===== config.mk =====
export PLATFORM = sky130hd
export DESIGN_NAME = sync_frame_crc_hamming_encoder
export DESIGN_NICKNAME = d
export VERILOG_FILES = /design/src/hw/rtl/sfche_pkg.sv /design/src/hw/rtl/sfche_collect.sv /design/src/hw/rtl/sfche_serial.sv /design/src/hw/rtl/sync_frame_crc_hamming_encoder.sv
export SDC_FILE = /design/constraint.sdc
export NUM_CORES = 1
export LEC_CHECK = 0
export BUFFER_PORTS_ARGS = -buffer_cell sky130_fd_sc_hd__buf_2
export CORE_ASPECT_RATIO = 1.1
export CORE_MARGIN = 4
export CORE_UTILIZATION = 34
export DETAILED_ROUTE_END_ITERATION = 8
export GPL_ROUTABILITY_DRIVEN = 0
export PLACE_DENSITY_LB_ADDON = 0.2
export SLEW_MARGIN = 20
export SYNTH_ARGS = -nofsm -noshare
export SYNTH_HDL_FRONTEND = slang
export SYNTH_HIERARCHICAL = 1
export SYNTH_SLANG_ARGS = --single-unit

===== constraint.sdc =====
create_clock -name clk_i -period 5.7 [get_ports clk_i]
set_clock_uncertainty 0.2 [all_clocks]
set_input_delay 0.285 -clock clk_i [delete_from_list [all_inputs] [get_ports clk_i]]
set_output_delay 0.285 -clock clk_i [all_outputs]
set_load 0.1 [all_outputs]

===== src/hw/rtl/sfche_pkg.sv =====
package sfche_pkg;

  localparam int unsigned FrameBytes = 8;
  localparam int unsigned HamBytes   = 9;
  localparam int unsigned CntW       = 4;

  localparam logic [7:0] SynChar = 8'd22;
  localparam logic [31:0] CrcPoly = 32'h04C11DB7;

  // Position of each byte in the outgoing frame
  localparam logic [CntW-1:0] IdxSyn0    = 4'd0;
  localparam logic [CntW-1:0] IdxSyn1    = 4'd1;
  localparam logic [CntW-1:0] IdxCount   = 4'd2;
  localparam logic [CntW-1:0] IdxData    = 4'd3;
  localparam logic [CntW-1:0] IdxCrcHi   = 4'd11;
  localparam logic [CntW-1:0] IdxHamLast = 4'd11;
  localparam logic [CntW-1:0] IdxCrcLast = 4'd14;

  typedef enum logic {
    ModeCrc = 1'b0,
    ModeHam = 1'b1
  } code_mode_e;

  // Closed frame handed from the collector to the serializer
  typedef struct packed {
    logic                            valid;
    logic [CntW-1:0]                 count;
    logic [FrameBytes-1:0][7:0]      data;
  } frame_t;

  // Odd parity in bit 7 over bits 6..0
  function automatic logic [7:0] odd_byte(input logic [7:0] b);
    return {~(^b[6:0]), b[6:0]};
  endfunction

  // CRC-32, MSB first, one byte
  function automatic logic [31:0] crc_byte(input logic [31:0] crc, input logic [7:0] b);
    logic [31:0] c;
    logic        top;
    c = crc;
    for (int i = 7; i >= 0; i--) begin
      top = c[31] ^ b[i];
      c   = {c[30:0], 1'b0};
      if (top) begin
        c = c ^ CrcPoly;
      end
    end
    return c;
  endfunction

  // Hamming(71,64) plus overall parity, packed as 9 bytes MSB first.
  // Word bit d fills the d-th non power-of-two position.
  function automatic logic [HamBytes-1:0][7:0] hamming_encode(input logic [63:0] w);
    logic [71:0]               e;
    logic [HamBytes-1:0][7:0]  r;
    logic                      s;
    int                        d;
    e = '0;
    d = 0;
    for (int pos = 1; pos < 72; pos++) begin
      if ((pos & (pos - 1)) != 0) begin
        e[pos] = w[d];
        d++;
      end
    end
    for (int p = 0; p < 7; p++) begin
      s = 1'b0;
      for (int pos = 1; pos < 72; pos++) begin
        if (((pos >> p) & 1) != 0) begin
          s = s ^ e[pos];
        end
      end
      e[1 << p] = s;
    end
    e[0] = ^e[71:1];
    for (int i = 0; i < HamBytes; i++) begin
      for (int j = 0; j < 8; j++) begin
        r[i][7-j] = e[i*8+j];
      end
    end
    return r;
  endfunction

endpackage


===== src/hw/rtl/sfche_collect.sv =====
module sfche_collect (
  input  logic            clk_i,
  input  logic            rst_ni,
  input  logic            s_axis_tvalid_i,
  output logic            s_axis_tready_o,
  input  logic [7:0]      s_axis_tdata_i,  // [7:0] char_byte
  input  logic            s_axis_tlast_i,  // end_of_message
  output sfche_pkg::frame_t frame_o,
  input  logic            take_i
);
  import sfche_pkg::*;

  logic [FrameBytes-1:0][7:0] data_q;
  logic [CntW-1:0]            cnt_q, cnt_d;
  logic                       full_q, full_d;
  logic                       accept;

  assign s_axis_tready_o = ~full_q;
  assign accept          = s_axis_tvalid_i & ~full_q;

  // Fill count and frame-closed flag
  always_comb begin
    cnt_d  = cnt_q;
    full_d = full_q;
    if (take_i) begin
      cnt_d  = '0;
      full_d = 1'b0;
    end else if (accept) begin
      cnt_d  = cnt_q + 4'd1;
      full_d = s_axis_tlast_i | (cnt_d == CntW'(FrameBytes));
    end
  end

  always_ff @(posedge clk_i or negedge rst_ni) begin
    if (!rst_ni) begin
      cnt_q  <= '0;
      full_q <= 1'b0;
    end else begin
      cnt_q  <= cnt_d;
      full_q <= full_d;
    end
  end

  // Character slots, no reset; unused slots are masked on the way out
  always_ff @(posedge clk_i) begin
    if (accept) begin
      data_q[cnt_q[2:0]] <= s_axis_tdata_i;
    end
  end

  always_comb begin
    frame_o.valid = full_q;
    frame_o.count = cnt_q;
    for (int i = 0; i < FrameBytes; i++) begin
      frame_o.data[i] = (CntW'(i) < cnt_q) ? data_q[i] : 8'h00;
    end
  end

`ifndef SYNTHESIS
  a_cnt_range: assert property (@(posedge clk_i) disable iff (!rst_ni)
    cnt_q <= CntW'(FrameBytes))
    else $error("fill count above frame size");
  a_full_nonempty: assert property (@(posedge clk_i) disable iff (!rst_ni)
    full_q |-> cnt_q != '0)
    else $error("closed frame without characters");
`endif

endmodule


===== src/hw/rtl/sfche_serial.sv =====
module sfche_serial (
  input  logic              clk_i,
  input  logic              rst_ni,
  input  logic              cfg_we_i,
  input  logic              cfg_data_i,
  input  sfche_pkg::frame_t frame_i,
  output logic              take_o,
  output logic              m_axis_tvalid_o,
  input  logic              m_axis_tready_i,
  output logic [7:0]        m_axis_tdata_o,  // [7:0] out_byte
  output logic              m_axis_tlast_o   // frame_last
);
  import sfche_pkg::*;

  code_mode_e                 mode_q;
  logic                       busy_q;
  logic [CntW-1:0]            idx_q;
  logic [CntW-1:0]            cnt_q;
  logic [FrameBytes-1:0][7:0] word_q;
  logic [HamBytes-1:0][7:0]   ham_q;
  logic [31:0]                crc_q;
  logic                       valid_q;
  logic [7:0]                 tdata_q;
  logic                       tlast_q;

  logic [FrameBytes-1:0][7:0] word_d;
  logic [63:0]                word_flat;
  logic                       adv;
  logic                       last;
  logic [CntW-1:0]            sel;
  logic [7:0]                 byte_d;
  logic                       in_data;

  assign take_o = ~busy_q & frame_i.valid;
  assign adv    = busy_q & (~valid_q | m_axis_tready_i);
  assign sel    = idx_q - IdxData;

  // Parity-coded data word, byte 0 on top
  always_comb begin
    for (int i = 0; i < FrameBytes; i++) begin
      word_d[i]                = odd_byte(frame_i.data[i]);
      word_flat[63-8*i -: 8]   = word_d[i];
    end
  end

  // Pick the byte for the current frame position
  always_comb begin
    in_data = 1'b0;
    last    = 1'b0;
    case (idx_q)
      IdxSyn0, IdxSyn1: byte_d = odd_byte(SynChar);
      IdxCount:         byte_d = odd_byte({4'h0, cnt_q});
      default: begin
        if (mode_q == ModeCrc) begin
          last = (idx_q == IdxCrcLast);
          if (idx_q < IdxCrcHi) begin
            in_data = 1'b1;
            byte_d  = word_q[sel[2:0]];
          end else begin
            case (sel[1:0])
              2'd0:    byte_d = crc_q[31:24];
              2'd1:    byte_d = crc_q[23:16];
              2'd2:    byte_d = crc_q[15:8];
              default: byte_d = crc_q[7:0];
            endcase
          end
        end else begin
          last   = (idx_q == IdxHamLast);
          byte_d = (sel < CntW'(HamBytes)) ? ham_q[sel] : 8'h00;
        end
      end
    endcase
  end

  // Config register, frame position and output beat register
  always_ff @(posedge clk_i or negedge rst_ni) begin
    if (!rst_ni) begin
      mode_q  <= ModeCrc;
      busy_q  <= 1'b0;
      idx_q   <= '0;
      valid_q <= 1'b0;
    end else begin
      if (cfg_we_i) begin
        mode_q <= code_mode_e'(cfg_data_i);
      end
      if (take_o) begin
        busy_q <= 1'b1;
        idx_q  <= IdxSyn0;
      end else if (adv) begin
        idx_q <= idx_q + 4'd1;
        if (last) begin
          busy_q <= 1'b0;
        end
      end
      if (adv) begin
        valid_q <= 1'b1;
      end else if (m_axis_tready_i) begin
        valid_q <= 1'b0;
      end
    end
  end

  // Frame payload, CRC accumulator and output data
  always_ff @(posedge clk_i) begin
    if (take_o) begin
      cnt_q  <= frame_i.count;
      word_q <= word_d;
      ham_q  <= hamming_encode(word_flat);
      crc_q  <= '0;
    end else if (adv && in_data) begin
      crc_q <= crc_byte(crc_q, byte_d);
    end
    if (adv) begin
      tdata_q <= byte_d;
      tlast_q <= last;
    end
  end

  assign m_axis_tvalid_o = valid_q;
  assign m_axis_tdata_o  = tdata_q;
  assign m_axis_tlast_o  = tlast_q;

`ifndef SYNTHESIS
  a_idx_crc: assert property (@(posedge clk_i) disable iff (!rst_ni)
    (busy_q && mode_q == ModeCrc) |-> idx_q <= IdxCrcLast)
    else $error("frame position past CRC frame end");
  a_idx_ham: assert property (@(posedge clk_i) disable iff (!rst_ni)
    (busy_q && mode_q == ModeHam) |-> idx_q <= IdxHamLast)
    else $error("frame position past Hamming frame end");
  a_load_busy: assert property (@(posedge clk_i) disable iff (!rst_ni)
    take_o |=> busy_q && idx_q == IdxSyn0)
    else $error("frame load did not start emission");
`endif

endmodule


===== src/hw/rtl/sync_frame_crc_hamming_encoder.sv =====
// Channel   Dir  Data                               Side info
// s_axis    in   tdata[7:0] char_byte               tlast end_of_message
// m_axis    out  tdata[7:0] out_byte                tlast frame_last
// cfg       in   cfg_data_i code_mode (0 CRC, 1 Hamming)
//
// Input beats are taken one per cycle into an 8-slot buffer until a frame closes.
// A closed frame moves to the serializer once it is idle; the buffer then refills
// while the serializer emits 15 (CRC) or 12 (Hamming) beats, one per cycle unless
// m_axis stalls. Sustained rate is set by the output, plus a hand-over per frame.
// Reset clears counts, flags and code_mode; no clearing pass is needed.
// Stalls on m_axis hold the output beat and back up into s_axis.
module sync_frame_crc_hamming_encoder (
  input  logic       clk_i,
  input  logic       rst_ni,
  input  logic       s_axis_tvalid_i,
  output logic       s_axis_tready_o,
  input  logic [7:0] s_axis_tdata_i,  // [7:0] char_byte
  input  logic       s_axis_tlast_i,  // end_of_message
  output logic       m_axis_tvalid_o,
  input  logic       m_axis_tready_i,
  output logic [7:0] m_axis_tdata_o,  // [7:0] out_byte
  output logic       m_axis_tlast_o,  // frame_last
  input  logic       cfg_valid_i,
  output logic       cfg_ready_o,
  input  logic       cfg_data_i
);
  import sfche_pkg::*;

  frame_t frame;
  logic   take;

  assign cfg_ready_o = 1'b1;

  sfche_collect u_collect (
    .clk_i           (clk_i),
    .rst_ni          (rst_ni),
    .s_axis_tvalid_i (s_axis_tvalid_i),
    .s_axis_tready_o (s_axis_tready_o),
    .s_axis_tdata_i  (s_axis_tdata_i),
    .s_axis_tlast_i  (s_axis_tlast_i),
    .frame_o         (frame),
    .take_i          (take)
  );

  sfche_serial u_serial (
    .clk_i           (clk_i),
    .rst_ni          (rst_ni),
    .cfg_we_i        (cfg_valid_i & cfg_ready_o),
    .cfg_data_i      (cfg_data_i),
    .frame_i         (frame),
    .take_o          (take),
    .m_axis_tvalid_o (m_axis_tvalid_o),
    .m_axis_tready_i (m_axis_tready_i),
    .m_axis_tdata_o  (m_axis_tdata_o),
    .m_axis_tlast_o  (m_axis_tlast_o)
  );

endmodule


==> impl_metrics.yaml, run 1 <==
status:
  status: "finished clean"
sta:
  max_freq_ghz: 0.213
  fin_crit_sh_pct: 82.2
  slew_viol_final: 0
  hold_viol_final: 0
  setup_viol: 0
  fin_crit_ns: 4.69
  worst_slew_pin_slew_ns: 0.902
  tns_ns: 0
  rsz0062_at_grt: "no"
  relSlewSlack_pct: 39.4
yosys:
  syn-mean-instance-area_um2: 12.3
  syn_nets: 859
  synth_cells: 836
  netlist_area_mm2: 0.0102
  synth_warnings: 6
floorplan:
  die_h_um: 190
  start_util_pct: 34.6
  design.die.area_mm2: 0.0330
  core_mm2: 0.0296
  die_w_um: 174
  row_count: 66
  pin_count: 27
drt:
  ant_nets: 0
  wl_per_cell_um: 21.6
  route.detailed.drc: 0
  vias_per_cell: 5.06
  drtIter0Drc: 574
  dr.pass1.iters: 5
  wl_mm: 27.0
  vias: 6314
placed_design:
  numPortBuffers: 24
  place_hpwl_mm: 20.3
cts:
  cts_root_buf: "clkbuf_16"
  clk_pin_slew_ns: 0.07
  clkLatencyLatePin_ns: 0.45
  cts_tree: "done"
  clockBufferDepth: 2
  cts_inserted_buffers: 17
  clock_sinks: 185
  cts.htree.levels: 4
final_layout:
  layout_commonest_cell: "xnor2_1"
  drive_gt1_share_pct: 15.7
  nets: 884
  area_delta_synth_final_pct: 11.5
  final_cell_mix: "152 x xnor2_1, 141 x edfxtp_1, 42 x nand2_1"
  n_antenna_cell: 0
run:
  cap_violations: 0
setup_path:
  path_buf_inv: 1
  crit_type: "reg2reg"
  max_stage_delay_ns: 0.88
  worst_ep_required_time_ns: 5.83
  slowest_stage: "ha_1"
  end_kind: "flip-flop"
  crit_path_start_kind: "flip-flop"
  path_common_cell: "xnor2_2"
  path_cells: "inv_1 -> ha_1 -> nand2_1 -> o311ai_0 -> o21ai_0 -> a211oi_1 -> xnor2_2 -> xnor3_2 -> xnor2_2 -> xnor2_1 -> o21ai_1"
  path_max_fanout: 22
  cp_top_family: "compound AO/OA/AOI/OAI gates"
  cp.arrival_ns: 4.82
grt:
  grt_start_max_net_pins: 69
  grt_use_total_pct: 16.7
  grt_pass1_wl_mm: 41.4
  overflow: 0
  grt_pass1_vias: 6537
  antenna_found_initial: 0
hold_path:
  hold_path_class: "in2reg"
worst min-delay path, stage by stage:
cell,delay (ns)
buf_2,0.12
nand3b_1,0.10
xor2_1,0.06
nor2_1,0.08
routing by layer:
metal | vias up | global-route usage, % | wire, um
li1 | 3055 | - | -
met1 | 3089 | 21.8 | 12200
met2 | 140 | 28.7 | 13400
met3 | 30 | 2.78 | 863
met4 | 0 | 5.31 | 507
met5 | - | 0 | 0
sequential cells by signal, indices dropped and copies added (netlist names), 4 cells and up:
name                     count
u_serial/ham_q              25
u_serial/word_q             47
u_serial/m_axis_tdata_o      8
u_serial/idx_q               4
u_serial/cnt_q               4
u_collect/cnt_q              4
u_serial/crc_q              32
u_collect/data_q            56
through the flow:
step           setup WS (ns)  std cells  area (um2)  hold slack, ns  util, %
2_1_floorplan           1.64        836       10200          -0.211        -
3_3_place_gp            1.08       1204       10700         0.00599     36.1
3_5_place_dp            1.02       1204       10700         0.00291     36.1
4_1_cts                0.986       1248       11400          0.0111     38.5
5_1_grt                0.755       1248       11400          0.0802     38.5
6_report                1.01       1248       11400          0.0395     38.5
timing repair:
action,CTS,global route
resized for setup,0,0
hold endpoints to repair,69,0
setup endpoints to repair,0,0
hold buffers,12,0
setup buffers,0,0
path summary, 6_finish.rpt:
path	start	endpoint	slack [ns]	cells past startpoint
max	u_serial/idx_q[1]	u_serial/crc_q[10]	1.01	11
min	s_axis_tvalid_i	u_collect/cnt_q[2]	0.04	4
max reg2reg	u_serial/idx_q[1]	u_serial/crc_q[10]	1.01	11
min reg2reg	u_serial/crc_q[4]	u_serial/crc_q[4]	0.27	2
max in group asynchronous	rst_ni	u_serial/idx_q[0]	4.97	2
min in group asynchronous	rst_ni	u_collect/cnt_q[3]	0.07	2
area by class of cell:
| type | count | area (um2) |
|---|---|---|
| fill | 2838 | 18200 |
| sequential | 185 | 5180 |
| multi-input combinational | 590 | 4770 |
| tap | 374 | 468 |
| clock buffer | 17 | 425 |
| timing repair buffer | 46 | 315 |
| clock inverter | 15 | 189 |
| inverter | 21 | 81.3 |
Power of run 1 is not shown: default switching activity piles up to over one toggle a cycle in this logic, so the estimate is an artifact.
==> run 2, diff against run 1 <==
- clock period: 5.7 -> 4.3 ns (I/O delays scaled with it)
==> run 2 against run 1 <==
Net effect:
- final cell count increased by 3.4%
- setup slack got worse by 0.78 ns
- sequential cell count unchanged
- utilization increased by 1.1 points
- wire length increased by 1.6%
- count of clock-buffer cells in the layout increased by 1
- highest routed layer unchanged
==> impl_metrics.yaml, run 2 (same netlist as run 1, synthesis figures left out) <==
sta:
  rsz0062_at_grt: "no"
  hold_ws_ns: 0.286
  slew_viol_final: 0
  fin_crit_sh_pct: 94.7
  tns_ns: 0
  worst_slew_pin_slew_ns: 0.896
  setup_viol: 0
  hold_viol_final: 0
  max_freq_ghz: 0.246
  fin_crit_ns: 4.07
  relSlewSlack_pct: 39.8
final_layout:
  layout_commonest_cell: "xnor2_1"
  fill_cells: 2829
  n_antenna_cell: 0
  drive_gt1_share_pct: 19.2
  largest_register_ffs: 56
  stdcell_count: 1290
  regArea_mm2: 0.00518
  fin_util_pct: 39.6
  multiInputGateArea_mm2: 0.00479
  final_cell_mix: "152 x xnor2_1, 141 x edfxtp_1, 47 x buf_4"
  nets: 926
  area_delta_synth_final_pct: 14.7
setup_path:
  path_max_fanout: 11
  cp.arrival_ns: 4.23
  crit_path_start_kind: "flip-flop"
  worst_ep_required_time_ns: 4.46
  end_kind: "flip-flop"
  crit_type: "reg2reg"
drt:
  vias: 6510
  wl_per_cell_um: 21.3
  ant_nets: 0
  dr.pass1.iters: 6
  drtIter0Drc: 532
  route.detailed.drc: 0
  vias_per_cell: 5.05
  wl_mm: 27.4
floorplan:
  die_w_um: 174
  die_h_um: 190
  design.die.area_mm2: 0.0330
  core_mm2: 0.0296
  pin_count: 27
  row_count: 66
  start_util_pct: 34.6
cts:
  cts.htree.levels: 4
  cts_setup_buffers: 0
  clkLatencyLatePin_ns: 0.44
  cts_inserted_buffers: 17
  clock_sinks: 185
  cts_tree: "done"
  clk_pin_slew_ns: 0.08
  clockBufferDepth: 2
  cts_root_buf: "clkbuf_16"
placed_design:
  place_hpwl_mm: 21.1
  dpl.cell_count: 1243
  numPortBuffers: 24
grt:
  grt_pass1_vias: 6632
  grt_pass1_wl_mm: 41.6
  overflow: 0
  grt_use_total_pct: 16.8
  grt_start_max_net_pins: 66
  antenna_found_initial: 0
run:
  cap_violations: 0
hold_path:
  hold_path_class: "reg2reg"
status:
  status: "finished clean"
==> run 2: worst paths after layout <==
| path | endpoint | slack [ns] | cells past startpoint | from |
|---|---|---|---|---|
| max | u_serial/crc_q[13] | 0.23 | 12 | u_serial/idx_q[0] |
| min | u_serial/crc_q[4] | 0.29 | 2 | u_serial/crc_q[4] |
| max reg2reg | u_serial/crc_q[13] | 0.23 | 12 | u_serial/idx_q[0] |
| min reg2reg | u_serial/crc_q[4] | 0.29 | 2 | u_serial/crc_q[4] |
| max in group asynchronous | u_collect/cnt_q[3] | 2.53 | 4 | rst_ni |
| min in group asynchronous | u_collect/cnt_q[0] | 0.52 | 3 | rst_ni |
==> run 2: repair_timing <==
| item | CTS | global route |
|---|---|---|
| gates resized for setup | 0 | 2 |
| hold buffers | 15 | 0 |
| endpoints found under the hold margin | 72 | 0 |
| setup endpoints to repair | 0 | 2 |
==> run 2: metrics by stage <==
step | setup slack, ns | cell area, um2
2_1_floorplan | 0.241 | 10200
3_3_place_gp | 0.129 | 11000
3_5_place_dp | 0.131 | 11000
4_1_cts | 0.119 | 11700
5_1_grt | 0.00561 | 11800
6_report | 0.230 | 11800
==> run 2: routing by layer <==
metal | vias up | GRT usage [%] | wire length [um]
li1 | 3149 | - | -
met1 | 3176 | 21.4 | 11900
met2 | 156 | 29.5 | 13900
met3 | 29 | 2.52 | 1000
met4 | 0 | 5.34 | 607
met5 | - | 0 | 0
==> run 2: worst max-delay path: stages, from the launching register on <==
cell and delay (ns):
dfrtp_2 0.42, ha_1 0.33, xor2_2 0.57, mux4_2 0.59, nor3_1 0.16, o31ai_1 0.11
a311oi_2 0.48, xnor2_2 0.17, buf_4 0.20, xnor2_2 0.26, xnor2_1 0.16, and3_1 0.18
nor3_1 0.15
==> run 2: layout make-up <==
cell class,count,area share (%)
clock buffers,18,3.65
clock inverters,14,1.28
multi-input cells,590,40.7
inverters,21,0.692
repair buffers,88,5.64
well taps,374,3.98
flip-flops and latches,185,44.0
Power of run 2 is left out for the same reason.
==> run 3, diff against run 2 <==
- CORE_ASPECT_RATIO: 1.1 -> default
==> run 3 against run 2 <==
Net effect:
- register-to-register slack worse by 0.15 ns
- non-clock buffer count up 4
- via count up 0.91%
- global-route usage up 0.14 points
- sequential share of layout area down 0.19 points
- first-iteration DRC count up 29%
- final area up 0.43%
- critical path depth up 1
- die area about the same
==> impl_metrics.yaml, run 3 (same netlist as run 1, synthesis figures left out) <==
status:
  status: "finished clean"
sta:
  setup_viol: 0
  fin_crit_ns: 4.22
  fin_crit_sh_pct: 98.2
  hold_viol_final: 0
  tns_ns: 0
  setup_ws_ns: 0.0753
  worst_slew_pin_slew_ns: 1.00
  relSlewSlack_pct: 32.8
  max_freq_ghz: 0.237
  slew_viol_final: 0
setup_path:
  worst_ep_required_time_ns: 4.46
  r2r_cells: 13
  cp-startpoint: "u_serial/idx_q[0]"
  rrSetupSlack_ns: 0.08
  crit_path_start_kind: "flip-flop"
  reg2reg_to: "u_serial/crc_q[13]"
  cp.arrival_ns: 4.38
  path_max_fanout: 10
  end_kind: "flip-flop"
  crit_end: "u_serial/crc_q[13]"
  reg2reg_from: "u_serial/idx_q[0]"
  crit_type: "reg2reg"
hold_path:
  hold_path_class: "reg2reg"
floorplan:
  design.die.area_mm2: 0.0330
  start_util_pct: 34.5
  row_count: 63
  die_w_um: 182
  die_h_um: 182
  core_mm2: 0.0297
  pin_count: 27
cts:
  clock_sinks: 185
  clockBufferDepth: 2
  cts_inserted_buffers: 17
  cts.htree.levels: 4
  clkLatencyLatePin_ns: 0.44
  cts_root_buf: "clkbuf_16"
  cts_tree: "done"
  clk_pin_slew_ns: 0.07
  cts_setup_buffers: 0
final_layout:
  largest_register_ffs: 56
  fin_area_mm2: 0.0118
  n_antenna_cell: 0
  area_delta_synth_final_pct: 15.2
  layout_commonest_cell: "xnor2_1"
  fin_util_pct: 39.7
  drive_gt1_share_pct: 19.4
  final_cell_mix: "152 x xnor2_1, 141 x edfxtp_1, 51 x buf_4"
  nets: 930
drt:
  dr.pass1.iters: 5
  wl_per_cell_um: 21.0
  ant_nets: 0
  route.detailed.drc: 0
  vias_per_cell: 5.02
  wl_mm: 27.5
  drtIter0Drc: 685
  vias: 6569
placed_design:
  numPortBuffers: 24
  place_hpwl_mm: 20.9
  pre_cts_ws_ns: 0.0665
  placed_area_mm2: 0.0111
grt:
  overflow: 0
  antenna_found_initial: 0
  grt_start_max_net_pins: 53
  grt_use_total_pct: 16.9
  grt_pass1_vias: 6693
  grt_pass1_wl_mm: 41.9
run:
  cap_violations: 0
[run 3: repair_timing]
action / in CTS / in global routing
gates resized for setup: 0 / 1
hold buffers: 15 / 0
hold endpoints to repair: 72 / 0
setup endpoints to repair: 0 / 12
[run 3: worst max-delay path, cell delays in order, from the launching register on]
cell,delay (ns)
dfrtp_2,0.49
ha_1,0.34
xor2_2,0.24
buf_4,0.21
and2_1,0.16
a2111oi_0,0.55
nor4_1,0.17
a311oi_2,0.54
xnor2_2,0.17
buf_4,0.20
xnor2_2,0.30
xnor2_1,0.18
and3_1,0.20
nor3_1,0.19
[run 3: worst min path at each step]
stage	startpoint	depth (start not counted)	endpoint	slack [ns]
after floorplan	rst_ni	0	u_collect/cnt_q[0]	-0.28
after global placement	rst_ni	1	u_serial/m_axis_tvalid_o	-0.07
after detailed placement	rst_ni	1	u_collect/cnt_q[0]	-0.07
after CTS	u_serial/crc_q[4]	2	u_serial/crc_q[4]	0.28
after global routing	u_serial/crc_q[19]	2	u_serial/crc_q[19]	0.32
final	u_serial/crc_q[4]	2	u_serial/crc_q[4]	0.28
[run 3: layer usage]
layer / global-route usage [%] / up-vias / share of wire [%]
met5: 0 / - / 0
met4: 4.89 / 0 / 2.1
met3: 2.88 / 37 / 4.2
met2: 27.0 / 182 / 47
met1: 23.8 / 3198 / 47
li1: - / 3152 / -
[run 3: cell type report]
type                    count  area [um2]
fillers                  2814       17900
flip-flops and latches    185        5180
multi-input cells         590        4780
repair buffers             92         693
well taps                 390         488
clock buffers              17         425
clock inverters            14         158
inverters                  21        81.3
[run 3: through the flow]
step,hold slack [ns],cells
after floorplan,-0.281,836
after global placement,-0.0706,1263
after detailed placement,-0.0677,1263
after CTS,0.282,1309
after global routing,0.320,1309
final,0.276,1309
Power of run 3 is left out for the same reason.
